`src/hdl/assert_macros.svh`:
```
// ---------------------------------------------------------------------------
// assertion helpers for the pixel blend block
// wraps concurrent assertions so they can be compiled out as a group
// ---------------------------------------------------------------------------
`ifndef ASSERT_MACROS_SVH
`define ASSERT_MACROS_SVH
`ifndef NO_ASSERTIONS
// checked while out of reset
`define ABP_ASSERT(lbl, clk, rst_n, prop) \
  lbl: assert property (@(posedge clk) disable iff (!rst_n) prop) \
    else $error("abp assertion failed");
// checked at every edge, reset included
`define ABP_ASSERT_ALWAYS(lbl, clk, prop) \
  lbl: assert property (@(posedge clk) prop) else $error("abp assertion failed");
`else
`define ABP_ASSERT(lbl, clk, rst_n, prop)
`define ABP_ASSERT_ALWAYS(lbl, clk, prop)
`endif
`endif

```
`src/hdl/abp_pkg.sv`:
```
// ---------------------------------------------------------------------------
// abp_pkg
// shared types, codes and arithmetic helpers of the pixel blend block
// ---------------------------------------------------------------------------
`default_nettype none

package abp_pkg;

  // framebuffer layouts
  localparam logic [1:0] FMT_RGB565   = 2'd0;
  localparam logic [1:0] FMT_RGB888   = 2'd1;
  localparam logic [1:0] FMT_ARGB8888 = 2'd2;

  // configuration register indexes
  localparam int unsigned CFG_IDX_W = 1;
  localparam logic [CFG_IDX_W-1:0] CFG_COLOR_RGBA   = 1'd0;
  localparam logic [CFG_IDX_W-1:0] CFG_PIXEL_FORMAT = 1'd1;

  // reset values
  localparam logic [31:0] COLOR_RESET  = 32'h0000_0000;
  localparam logic [1:0]  FORMAT_RESET = FMT_ARGB8888;

  // classified pixel, held in the queue between front and back
  typedef struct packed {
    logic [1:0] fmt;
    logic       zero_alpha;
    logic [7:0] alpha;
    logic [7:0] sr;
    logic [7:0] sg;
    logic [7:0] sb;
    logic [7:0] dr;
    logic [7:0] dg;
    logic [7:0] db;
  } abp_entry_t;

  // s*a + d*(255-a) + 127, at most 65152
  function automatic logic [15:0] blend_sum(input logic [7:0] s, input logic [7:0] d,
                                            input logic [7:0] a);
    logic [15:0] ps;
    logic [15:0] pd;
    logic [7:0]  ia;
    ia = 8'hff - a;
    ps = {8'd0, s} * {8'd0, a};
    pd = {8'd0, d} * {8'd0, ia};
    return ps + pd + 16'd127;
  endfunction

  // exact x/255 for x up to 65152 (any blend_sum result), by shift and add
  function automatic logic [7:0] div255(input logic [15:0] x);
    logic [16:0] t;
    t = {1'b0, x} + 17'd1 + {9'd0, x[15:8]};
    return t[15:8];
  endfunction

endpackage

`default_nettype wire

```
`src/hdl/abp_front.sv`:
```
// ---------------------------------------------------------------------------
// abp_front
// configuration registers, pixel acceptance and channel unpacking
// ---------------------------------------------------------------------------
`default_nettype none

module abp_front (
  input  wire logic                          clk_i,
  input  wire logic                          rst_ni,
  input  wire logic                          cfg_we_i,
  input  wire logic [abp_pkg::CFG_IDX_W-1:0] cfg_idx_i,
  input  wire logic [31:0]                   cfg_wdata_i,
  input  wire logic                          in_valid_i,
  output logic                               in_stall_o,
  input  wire logic [31:0]                   dest_pixel_i,
  input  wire logic                          q_full_i,
  output logic                               push_o,
  output abp_pkg::abp_entry_t                entry_o
);
  import abp_pkg::*;

  logic [31:0] color_q;
  logic [1:0]  format_q;

  // configuration writes
  always_ff @(posedge clk_i or negedge rst_ni) begin
    if (!rst_ni) begin
      color_q  <= COLOR_RESET;
      format_q <= FORMAT_RESET;
    end else if (cfg_we_i) begin
      unique case (cfg_idx_i)
        CFG_COLOR_RGBA:   color_q  <= cfg_wdata_i;
        CFG_PIXEL_FORMAT: format_q <= cfg_wdata_i[1:0];
        default:          ;
      endcase
    end
  end

  // accept while the queue has room
  assign in_stall_o = q_full_i;
  assign push_o     = in_valid_i && !q_full_i;

  // classify the transaction: source colour and unpacked destination channels
  always_comb begin
    entry_o.fmt        = format_q;
    entry_o.alpha      = color_q[7:0];
    entry_o.zero_alpha = (color_q[7:0] == 8'd0);
    entry_o.sr         = color_q[31:24];
    entry_o.sg         = color_q[23:16];
    entry_o.sb         = color_q[15:8];
    if (format_q == FMT_RGB565) begin
      entry_o.dr = {dest_pixel_i[15:11], 3'b000};
      entry_o.dg = {dest_pixel_i[10:5], 2'b00};
      entry_o.db = {dest_pixel_i[4:0], 3'b000};
    end else begin
      entry_o.dr = dest_pixel_i[23:16];
      entry_o.dg = dest_pixel_i[15:8];
      entry_o.db = dest_pixel_i[7:0];
    end
  end

endmodule

`default_nettype wire

```
`src/hdl/abp_queue.sv`:
```
// ---------------------------------------------------------------------------
// abp_queue
// short first-in first-out queue decoupling the front from the back
// ---------------------------------------------------------------------------
`default_nettype none

`include "assert_macros.svh"

module abp_queue #(
  parameter int unsigned DEPTH = 2
) (
  input  wire logic                clk_i,
  input  wire logic                rst_ni,
  input  wire logic                push_i,
  input  abp_pkg::abp_entry_t      push_data_i,
  output logic                     full_o,
  input  wire logic                pop_i,
  output logic                     valid_o,
  output abp_pkg::abp_entry_t      pop_data_o
);
  import abp_pkg::*;

  localparam int unsigned PTR_W = (DEPTH > 1) ? $clog2(DEPTH) : 1;
  localparam int unsigned CNT_W = $clog2(DEPTH + 1);
  localparam logic [PTR_W-1:0] LAST_PTR = PTR_W'(DEPTH - 1);
  localparam logic [CNT_W-1:0] FULL_CNT = CNT_W'(DEPTH);

  abp_entry_t       mem_q [DEPTH];
  logic [PTR_W-1:0] wr_ptr_q, wr_ptr_d;
  logic [PTR_W-1:0] rd_ptr_q, rd_ptr_d;
  logic [CNT_W-1:0] count_q, count_d;

  assign full_o     = (count_q == FULL_CNT);
  assign valid_o    = (count_q != '0);
  assign pop_data_o = mem_q[rd_ptr_q];

  // pointer wrap and occupancy
  always_comb begin
    wr_ptr_d = wr_ptr_q;
    rd_ptr_d = rd_ptr_q;
    count_d  = count_q;
    if (push_i) begin
      wr_ptr_d = (wr_ptr_q == LAST_PTR) ? '0 : wr_ptr_q + 1'b1;
    end
    if (pop_i) begin
      rd_ptr_d = (rd_ptr_q == LAST_PTR) ? '0 : rd_ptr_q + 1'b1;
    end
    if (push_i && !pop_i) begin
      count_d = count_q + 1'b1;
    end else if (pop_i && !push_i) begin
      count_d = count_q - 1'b1;
    end
  end

  always_ff @(posedge clk_i or negedge rst_ni) begin
    if (!rst_ni) begin
      wr_ptr_q <= '0;
      rd_ptr_q <= '0;
      count_q  <= '0;
    end else begin
      wr_ptr_q <= wr_ptr_d;
      rd_ptr_q <= rd_ptr_d;
      count_q  <= count_d;
    end
  end

  // entry storage
  always_ff @(posedge clk_i) begin
    if (push_i) begin
      mem_q[wr_ptr_q] <= push_data_i;
    end
  end

  `ABP_ASSERT(a_count_bound, clk_i, rst_ni, count_q <= FULL_CNT)
  `ABP_ASSERT(a_pop_nonempty, clk_i, rst_ni, pop_i |-> count_q != '0)
  `ABP_ASSERT(a_push_grows, clk_i, rst_ni,
    (push_i && !pop_i) |=> (count_q == CNT_W'($past(count_q) + 1'b1)))

endmodule

`default_nettype wire

```
`src/hdl/abp_back.sv`:
```
// ---------------------------------------------------------------------------
// abp_back
// blend pipeline: channel products, divide by 255, repack, output register
// ---------------------------------------------------------------------------
`default_nettype none

`include "assert_macros.svh"

module abp_back (
  input  wire logic          clk_i,
  input  wire logic          rst_ni,
  input  wire logic          q_valid_i,
  input  abp_pkg::abp_entry_t q_data_i,
  output logic               pop_o,
  output logic               out_valid_o,
  input  wire logic          out_stall_i,
  output logic [31:0]        new_pixel_o,
  output logic               write_enable_o
);
  import abp_pkg::*;

  // stage one: weighted sums
  logic        s1_valid_q;
  logic [1:0]  s1_fmt_q;
  logic        s1_zero_q;
  logic [7:0]  s1_alpha_q;
  logic [15:0] s1_r_q, s1_g_q, s1_b_q;

  // output register
  logic        out_valid_q;
  logic [31:0] pixel_q, pixel_d;
  logic        we_q;

  logic [7:0]  r, g, b;
  logic        out_ready;
  logic        s1_ready;

  assign out_ready = !out_valid_q || !out_stall_i;
  assign s1_ready  = !s1_valid_q || out_ready;
  assign pop_o     = q_valid_i && s1_ready;

  always_ff @(posedge clk_i or negedge rst_ni) begin
    if (!rst_ni) begin
      s1_valid_q <= 1'b0;
    end else if (s1_ready) begin
      s1_valid_q <= q_valid_i;
    end
  end

  always_ff @(posedge clk_i) begin
    if (pop_o) begin
      s1_fmt_q   <= q_data_i.fmt;
      s1_zero_q  <= q_data_i.zero_alpha;
      s1_alpha_q <= q_data_i.alpha;
      s1_r_q     <= blend_sum(q_data_i.sr, q_data_i.dr, q_data_i.alpha);
      s1_g_q     <= blend_sum(q_data_i.sg, q_data_i.dg, q_data_i.alpha);
      s1_b_q     <= blend_sum(q_data_i.sb, q_data_i.db, q_data_i.alpha);
    end
  end

  // divide by 255 and repack into the framebuffer layout
  assign r = div255(s1_r_q);
  assign g = div255(s1_g_q);
  assign b = div255(s1_b_q);

  always_comb begin
    unique case (s1_fmt_q)
      FMT_RGB565: pixel_d = {16'd0, r[7:3], g[7:2], b[7:3]};
      FMT_RGB888: pixel_d = {8'd0, r, g, b};
      default:    pixel_d = {s1_alpha_q, r, g, b};
    endcase
    if (s1_zero_q) begin
      pixel_d = '0;
    end
  end

  always_ff @(posedge clk_i or negedge rst_ni) begin
    if (!rst_ni) begin
      out_valid_q <= 1'b0;
    end else if (out_ready) begin
      out_valid_q <= s1_valid_q;
    end
  end

  always_ff @(posedge clk_i) begin
    if (out_ready && s1_valid_q) begin
      pixel_q <= pixel_d;
      we_q    <= !s1_zero_q;
    end
  end

  assign out_valid_o    = out_valid_q;
  assign new_pixel_o    = pixel_q;
  assign write_enable_o = we_q;

  `ABP_ASSERT(a_skip_is_zero, clk_i, rst_ni,
    (out_valid_q && !we_q) |-> (pixel_q == 32'd0))
  `ABP_ASSERT(a_pop_advances, clk_i, rst_ni, pop_o |-> (!s1_valid_q || out_ready))
  `ABP_ASSERT(a_out_from_s1, clk_i, rst_ni, $rose(out_valid_q) |-> $past(s1_valid_q))

endmodule

`default_nettype wire

```
`src/hdl/alpha_blend_pixel_top.sv`:
```
// path: an accepted pixel passes through the queue, the stage-one sums register and the output register
// throughput: one pixel per cycle while out_stall_i is low, sustained through the two-stage blend pipeline
// the queue between acceptance and blend lets input and output stall independently
// reset: control cleared, colour register 0, pixel format ARGB8888, no results pending
// ---------------------------------------------------------------------------
// alpha_blend_pixel_top
// source-over blend of a constant RGBA colour onto streamed framebuffer pixels
// ---------------------------------------------------------------------------
`default_nettype none

module alpha_blend_pixel_top #(
  parameter int unsigned QUEUE_DEPTH = 2
) (
  input  wire logic                          clk_i,
  input  wire logic                          rst_ni,
  input  wire logic                          cfg_we_i,
  input  wire logic [abp_pkg::CFG_IDX_W-1:0] cfg_idx_i,
  input  wire logic [31:0]                   cfg_wdata_i,
  input  wire logic                          in_valid_i,
  output logic                               in_stall_o,
  input  wire logic [31:0]                   dest_pixel_i,
  output logic                               out_valid_o,
  input  wire logic                          out_stall_i,
  output logic [31:0]                        new_pixel_o,
  output logic                               write_enable_o
);
  import abp_pkg::*;

  abp_entry_t push_data;
  abp_entry_t pop_data;
  logic       push;
  logic       pop;
  logic       q_full;
  logic       q_valid;

  // front: configuration and classification
  abp_front u_front (
    .clk_i        (clk_i),
    .rst_ni       (rst_ni),
    .cfg_we_i     (cfg_we_i),
    .cfg_idx_i    (cfg_idx_i),
    .cfg_wdata_i  (cfg_wdata_i),
    .in_valid_i   (in_valid_i),
    .in_stall_o   (in_stall_o),
    .dest_pixel_i (dest_pixel_i),
    .q_full_i     (q_full),
    .push_o       (push),
    .entry_o      (push_data)
  );

  // decoupling queue
  abp_queue #(
    .DEPTH (QUEUE_DEPTH)
  ) u_queue (
    .clk_i       (clk_i),
    .rst_ni      (rst_ni),
    .push_i      (push),
    .push_data_i (push_data),
    .full_o      (q_full),
    .pop_i       (pop),
    .valid_o     (q_valid),
    .pop_data_o  (pop_data)
  );

  // back: blend pipeline and output register
  abp_back u_back (
    .clk_i          (clk_i),
    .rst_ni         (rst_ni),
    .q_valid_i      (q_valid),
    .q_data_i       (pop_data),
    .pop_o          (pop),
    .out_valid_o    (out_valid_o),
    .out_stall_i    (out_stall_i),
    .new_pixel_o    (new_pixel_o),
    .write_enable_o (write_enable_o)
  );

endmodule

`default_nettype wire
```
`config.mk`:
```
export PLATFORM = sky130hd
export DESIGN_NAME = alpha_blend_pixel_top
export DESIGN_NICKNAME = d
export VERILOG_FILES = /design/src/hdl/abp_pkg.sv /design/src/hdl/abp_front.sv /design/src/hdl/abp_queue.sv /design/src/hdl/abp_back.sv /design/src/hdl/alpha_blend_pixel_top.sv
export VERILOG_INCLUDE_DIRS = /design/src /design/src/hdl
export SDC_FILE = /design/constraint.sdc
export NUM_CORES = 1
export LEC_CHECK = 0
export BUFFER_PORTS_ARGS = -buffer_cell sky130_fd_sc_hd__buf_2
export CAP_MARGIN = 5
export CORE_ASPECT_RATIO = 0.5
export CORE_UTILIZATION = 64
export CTS_BUF_LIST = sky130_fd_sc_hd__clkbuf_8
export DETAILED_ROUTE_END_ITERATION = 6
export GPL_TIMING_DRIVEN = 0
export PLACE_DENSITY = 0.91
export SYNTH_ARGS = -nofsm -noshare
export SYNTH_HDL_FRONTEND = slang
export SYNTH_SLANG_ARGS = --single-unit
```
`constraint.sdc`:
```
create_clock -name clk_i -period 18.22 [get_ports clk_i]
set_clock_uncertainty 0.15 [all_clocks]
set_input_delay 3.644 -clock clk_i [delete_from_list [all_inputs] [get_ports clk_i]]
set_output_delay 3.644 -clock clk_i [all_outputs]
set_load 0.05 [all_outputs]
```
==> metrics.md <==
| Metric | Value |
|---|---|
| Status | `complete, but fails checks` |
| Violated checks | `design-rule violations` |
| Die height | `136.0 um` |
| Area grow syn2layout | `8.486%` |
| Nets@finish | `2,805` |
| Met3 usage | `14.78%` |
| Fin. Hold Viols | `0` |
| Multi-input gate area | `13,900 sq um` |
| Largest net degree at the start of global routing | `47` |
| CP endpoint kind | `flop` |
| Final antenna diode count | `0` |
| Most used cell, CP | `fa_1` |
| Max Clk Rate | `0.1221 GHz` |
| Hold-fix buffers at CTS | `0` |
| FF+latch area | `7308 sq um` |
| # IOs | `105` |
| Final cycle utilization of the critical path | `44.96%` |
| Global routing's busiest layer | `met2` |
| DP Worst Slack | `10.29 ns` |
| Critical-path top delay cell | `mux2i_1` |
| Initial Util | `65.87%` |
| Grt total ovfl | `0` |
| Yosys reg bits | `250` |
| Cts bufs inserted | `37` |
| ANT nets after route | `0` |
| Post-CTS Setup Bufs | `0` |
| Max FO, Critical Path | `10` |
| FILL cells | `2,274` |
| First-pass GRT wire length | `90.26 mm` |
| Mapped Area | `22,990 sq um` |
| PostCTS Resize Cnt | `0` |
| Final min period | `8.191 ns` |
| MaxCap Viol Count | `0` |
| Gpl congestion | `1.008` |
| Hold WC Path Type | `flop to flop` |
| Core ar. | `34,890 sq um` |
| Full die area | `36,720 sq um` |
| Worst-path clk slew | `0.07 ns` |
| Skew-Pair Late Insertion Delay | `0.59 ns` |
| Die width | `270.0 um` |
| Grt met1 use | `41.77%` |
| Crit-path max cell delay | `0.76 ns` |
| Antenna violations before repair | `0` |
| Final Max Tran Viols | `0` |
| DRC Markers | `6` |
| Vias per inst | `5.890` |
| Final worst slack | `10.03 ns` |
| Primary FF master, synth | `edfxtp_1` |
| Drt first-iter violations | `1,523` |
| Met2 Track Usage GR | `49.97%` |
| Vias in the first global route | `16,790` |
| Setup violations, final | `0` |
| Sequential cell area fraction in the yosys report | `31.79%` |
| Synth Instances | `2,091` |
| Clk root buf | `clkbuf_8` |
| Arr. time, crit path | `8.31 ns` |
| Post-synth EDFFs | `210` |
| CTS tree | `yes` |
| CTS H-Tree Depth | `2` |
| Port bufs | `96` |
| RSZ-0062 raised after global routing | `no` |
| CP startpoint kind | `flop` |
| Async SR Flop Fraction | `16.00%` |
| Slew HR | `3.081%` |
| HPWL after DPL | `46.07 mm` |
| Syn_nets | `2,663` |
| Routed via count | `16,110` |
| FP Rows | `48` |
| Worst-margin pin slew | `1.439 ns` |
| TritonCTS Sinks | `250` |
| First-pass detailed-route iteration total | `7` |
| WP data required | `18.33 ns` |
| Final WL | `58.25 mm` |
| Setup TNS | `0 ns` |
| Count of cell types in the netlist | `59` |
| Max clock buf depth | `3` |
| Gr usage total | `32.95%` |
| Syn avg cell area | `10.99 sq um` |
| Critical path class | `flop to flop` |
| Cells along the critical path | `buf_2, buf_4, mux2i_1, clkinv_1, clkbuf_1, nand2_1, fa_1, fa_1, inv_1, fa_1, fa_1, fa_1, inv_1, fa_1, inv_1, ha_1, or3_1, o21ai_0, a21oi_1, mux2i_1, nand4_1` |
| Syn. warnings | `0` |
| DR WL/cell | `21.30 um` |
| Layout cells sized above 1 | `12.21%` |
-- stage by stage --
step,util (%),hold slack (ns),cell area [sq um],cells
final,71.46,0.3167,24940,2735
after global routing,71.46,0.3405,24940,2735
after CTS,71.46,0.3260,24940,2735
after detailed placement,69.38,0.3009,24210,2669
after global placement,68.95,0.2939,24060,2662
after floorplan,-,0.2882,22990,2091
-- per-layer routing --
metal / vias to the layer above / share of wire, %
met2: 1023 / 43
met5: - / 0
li1: 6937 / -
met1: 7949 / 38
met3: 199 / 15
met4: 0 / 4.0
-- flip-flops by register name, summed over array words and instances, names as in the netlist --
name and flops:
u_back.s1_b_q 16, u_back.s1_fmt_q 2, u_queue.rd_ptr_q 1, u_back.write_enable_o 1, u_back.s1_zero_q 1, u_back.s1_alpha_q 8, u_queue.wr_ptr_q 1, u_back.s1_r_q 16
u_back.s1_g_q 16, u_back.new_pixel_o 32, u_front.color_q 32, u_queue.count_q 2, u_front.format_q 2, u_queue.mem_q 118, u_back.s1_valid_q 1, u_back.out_valid_o 1
-- placed cells by master, fill, tap and decap left out, drive strengths merged, types with 7 or more instances in the layout --
cell type / netlist / routed
nand4: 7 / 7
a211oi: 7 / 7
clkbuf: 43 / 85
o21a: 7 / 7
mux2i: 50 / 50
inv: 414 / 431
nor2b: 13 / 13
a21oi: 31 / 31
ha: 193 / 193
mux2: 94 / 94
o21ai: 14 / 14
clkinv: 2 / 8
a21o: 12 / 12
nor2: 221 / 221
fa: 309 / 309
edfxtp: 210 / 210
nand2: 199 / 199
nor3: 8 / 8
buf: 15 / 118
and2: 23 / 23
o22ai: 16 / 16
xnor2: 44 / 44
dfrtp: 39 / 39
nand2b: 12 / 12
nand3: 21 / 21
xor2: 29 / 29
-- area by class of cell --
type / count / area share, %
clock buffer: 42 / 2.318
inverter: 416 / 6.262
buffer: 58 / 0.9383
sequential: 250 / 29.31
multi-input combinational: 1367 / 55.75
timing repair buffer: 103 / 2.449
clock inverter: 24 / 0.5921
tap: 475 / 2.383
-- cell usage after synthesis (21+ instances only) --
cell	instances	share of area, %
inv_1	414	6.8
fa_1	309	27
nor2_1	221	3.6
edfxtp_1	210	27
nand2_1	199	3.2
ha_1	193	11
mux2_2	94	4.6
mux2i_1	50	2.2
xnor2_1	44	1.7
clkbuf_1	42	0.69
dfrtp_1	39	4.2
a21oi_1	31	0.67
xor2_1	29	1.1
and2_1	23	0.63
nand3_1	21	0.46
-- worst paths after layout --
kind	cells past startpoint	from	slack [ns]	end
hold / removal	0	u_front.color_q[28]	0.32	u_queue.mem_q[0][44]
setup / recovery	21	u_queue.rd_ptr_q	10.03	u_back.s1_b_q[15]
min in group asynchronous	1	rst_ni	3.04	u_front.color_q[23]
hold reg to reg	0	u_front.color_q[28]	0.32	u_queue.mem_q[0][44]
setup reg to reg	21	u_queue.rd_ptr_q	10.03	u_back.s1_b_q[15]
max in group asynchronous	1	rst_ni	14.32	u_front.color_q[2]
-- worst max-delay path, delay by kind of cell, from the launching register on --
kind                       cells  cell delay [ns]
buffers and inverters          7             1.76
DFF                            1             0.32
adders and majority gates      7             3.12
muxes                          2             0.97
AOI/OAI and AO/OA              2             0.72
and+or+nand+nor                3             0.82
-- kinds of logic (layout without fill, tap and decap cells) --
family                     count (synthesis)  in the layout  share of synthesized area [%]
and+or+nand+nor                          525            525                          9.608
adders and majority gates                502            502                          37.42
buffers and inverters                    474            643                          7.811
DFF                                      250            250                          31.79
muxes                                    144            144                          6.782
AOI/OAI and AO/OA                        123            123                          3.805
xor gates and xnor gates                  73             73                          2.782
Power is not shown: default switching activity piles up to over one toggle a cycle in this logic, so the estimate is an artifact.
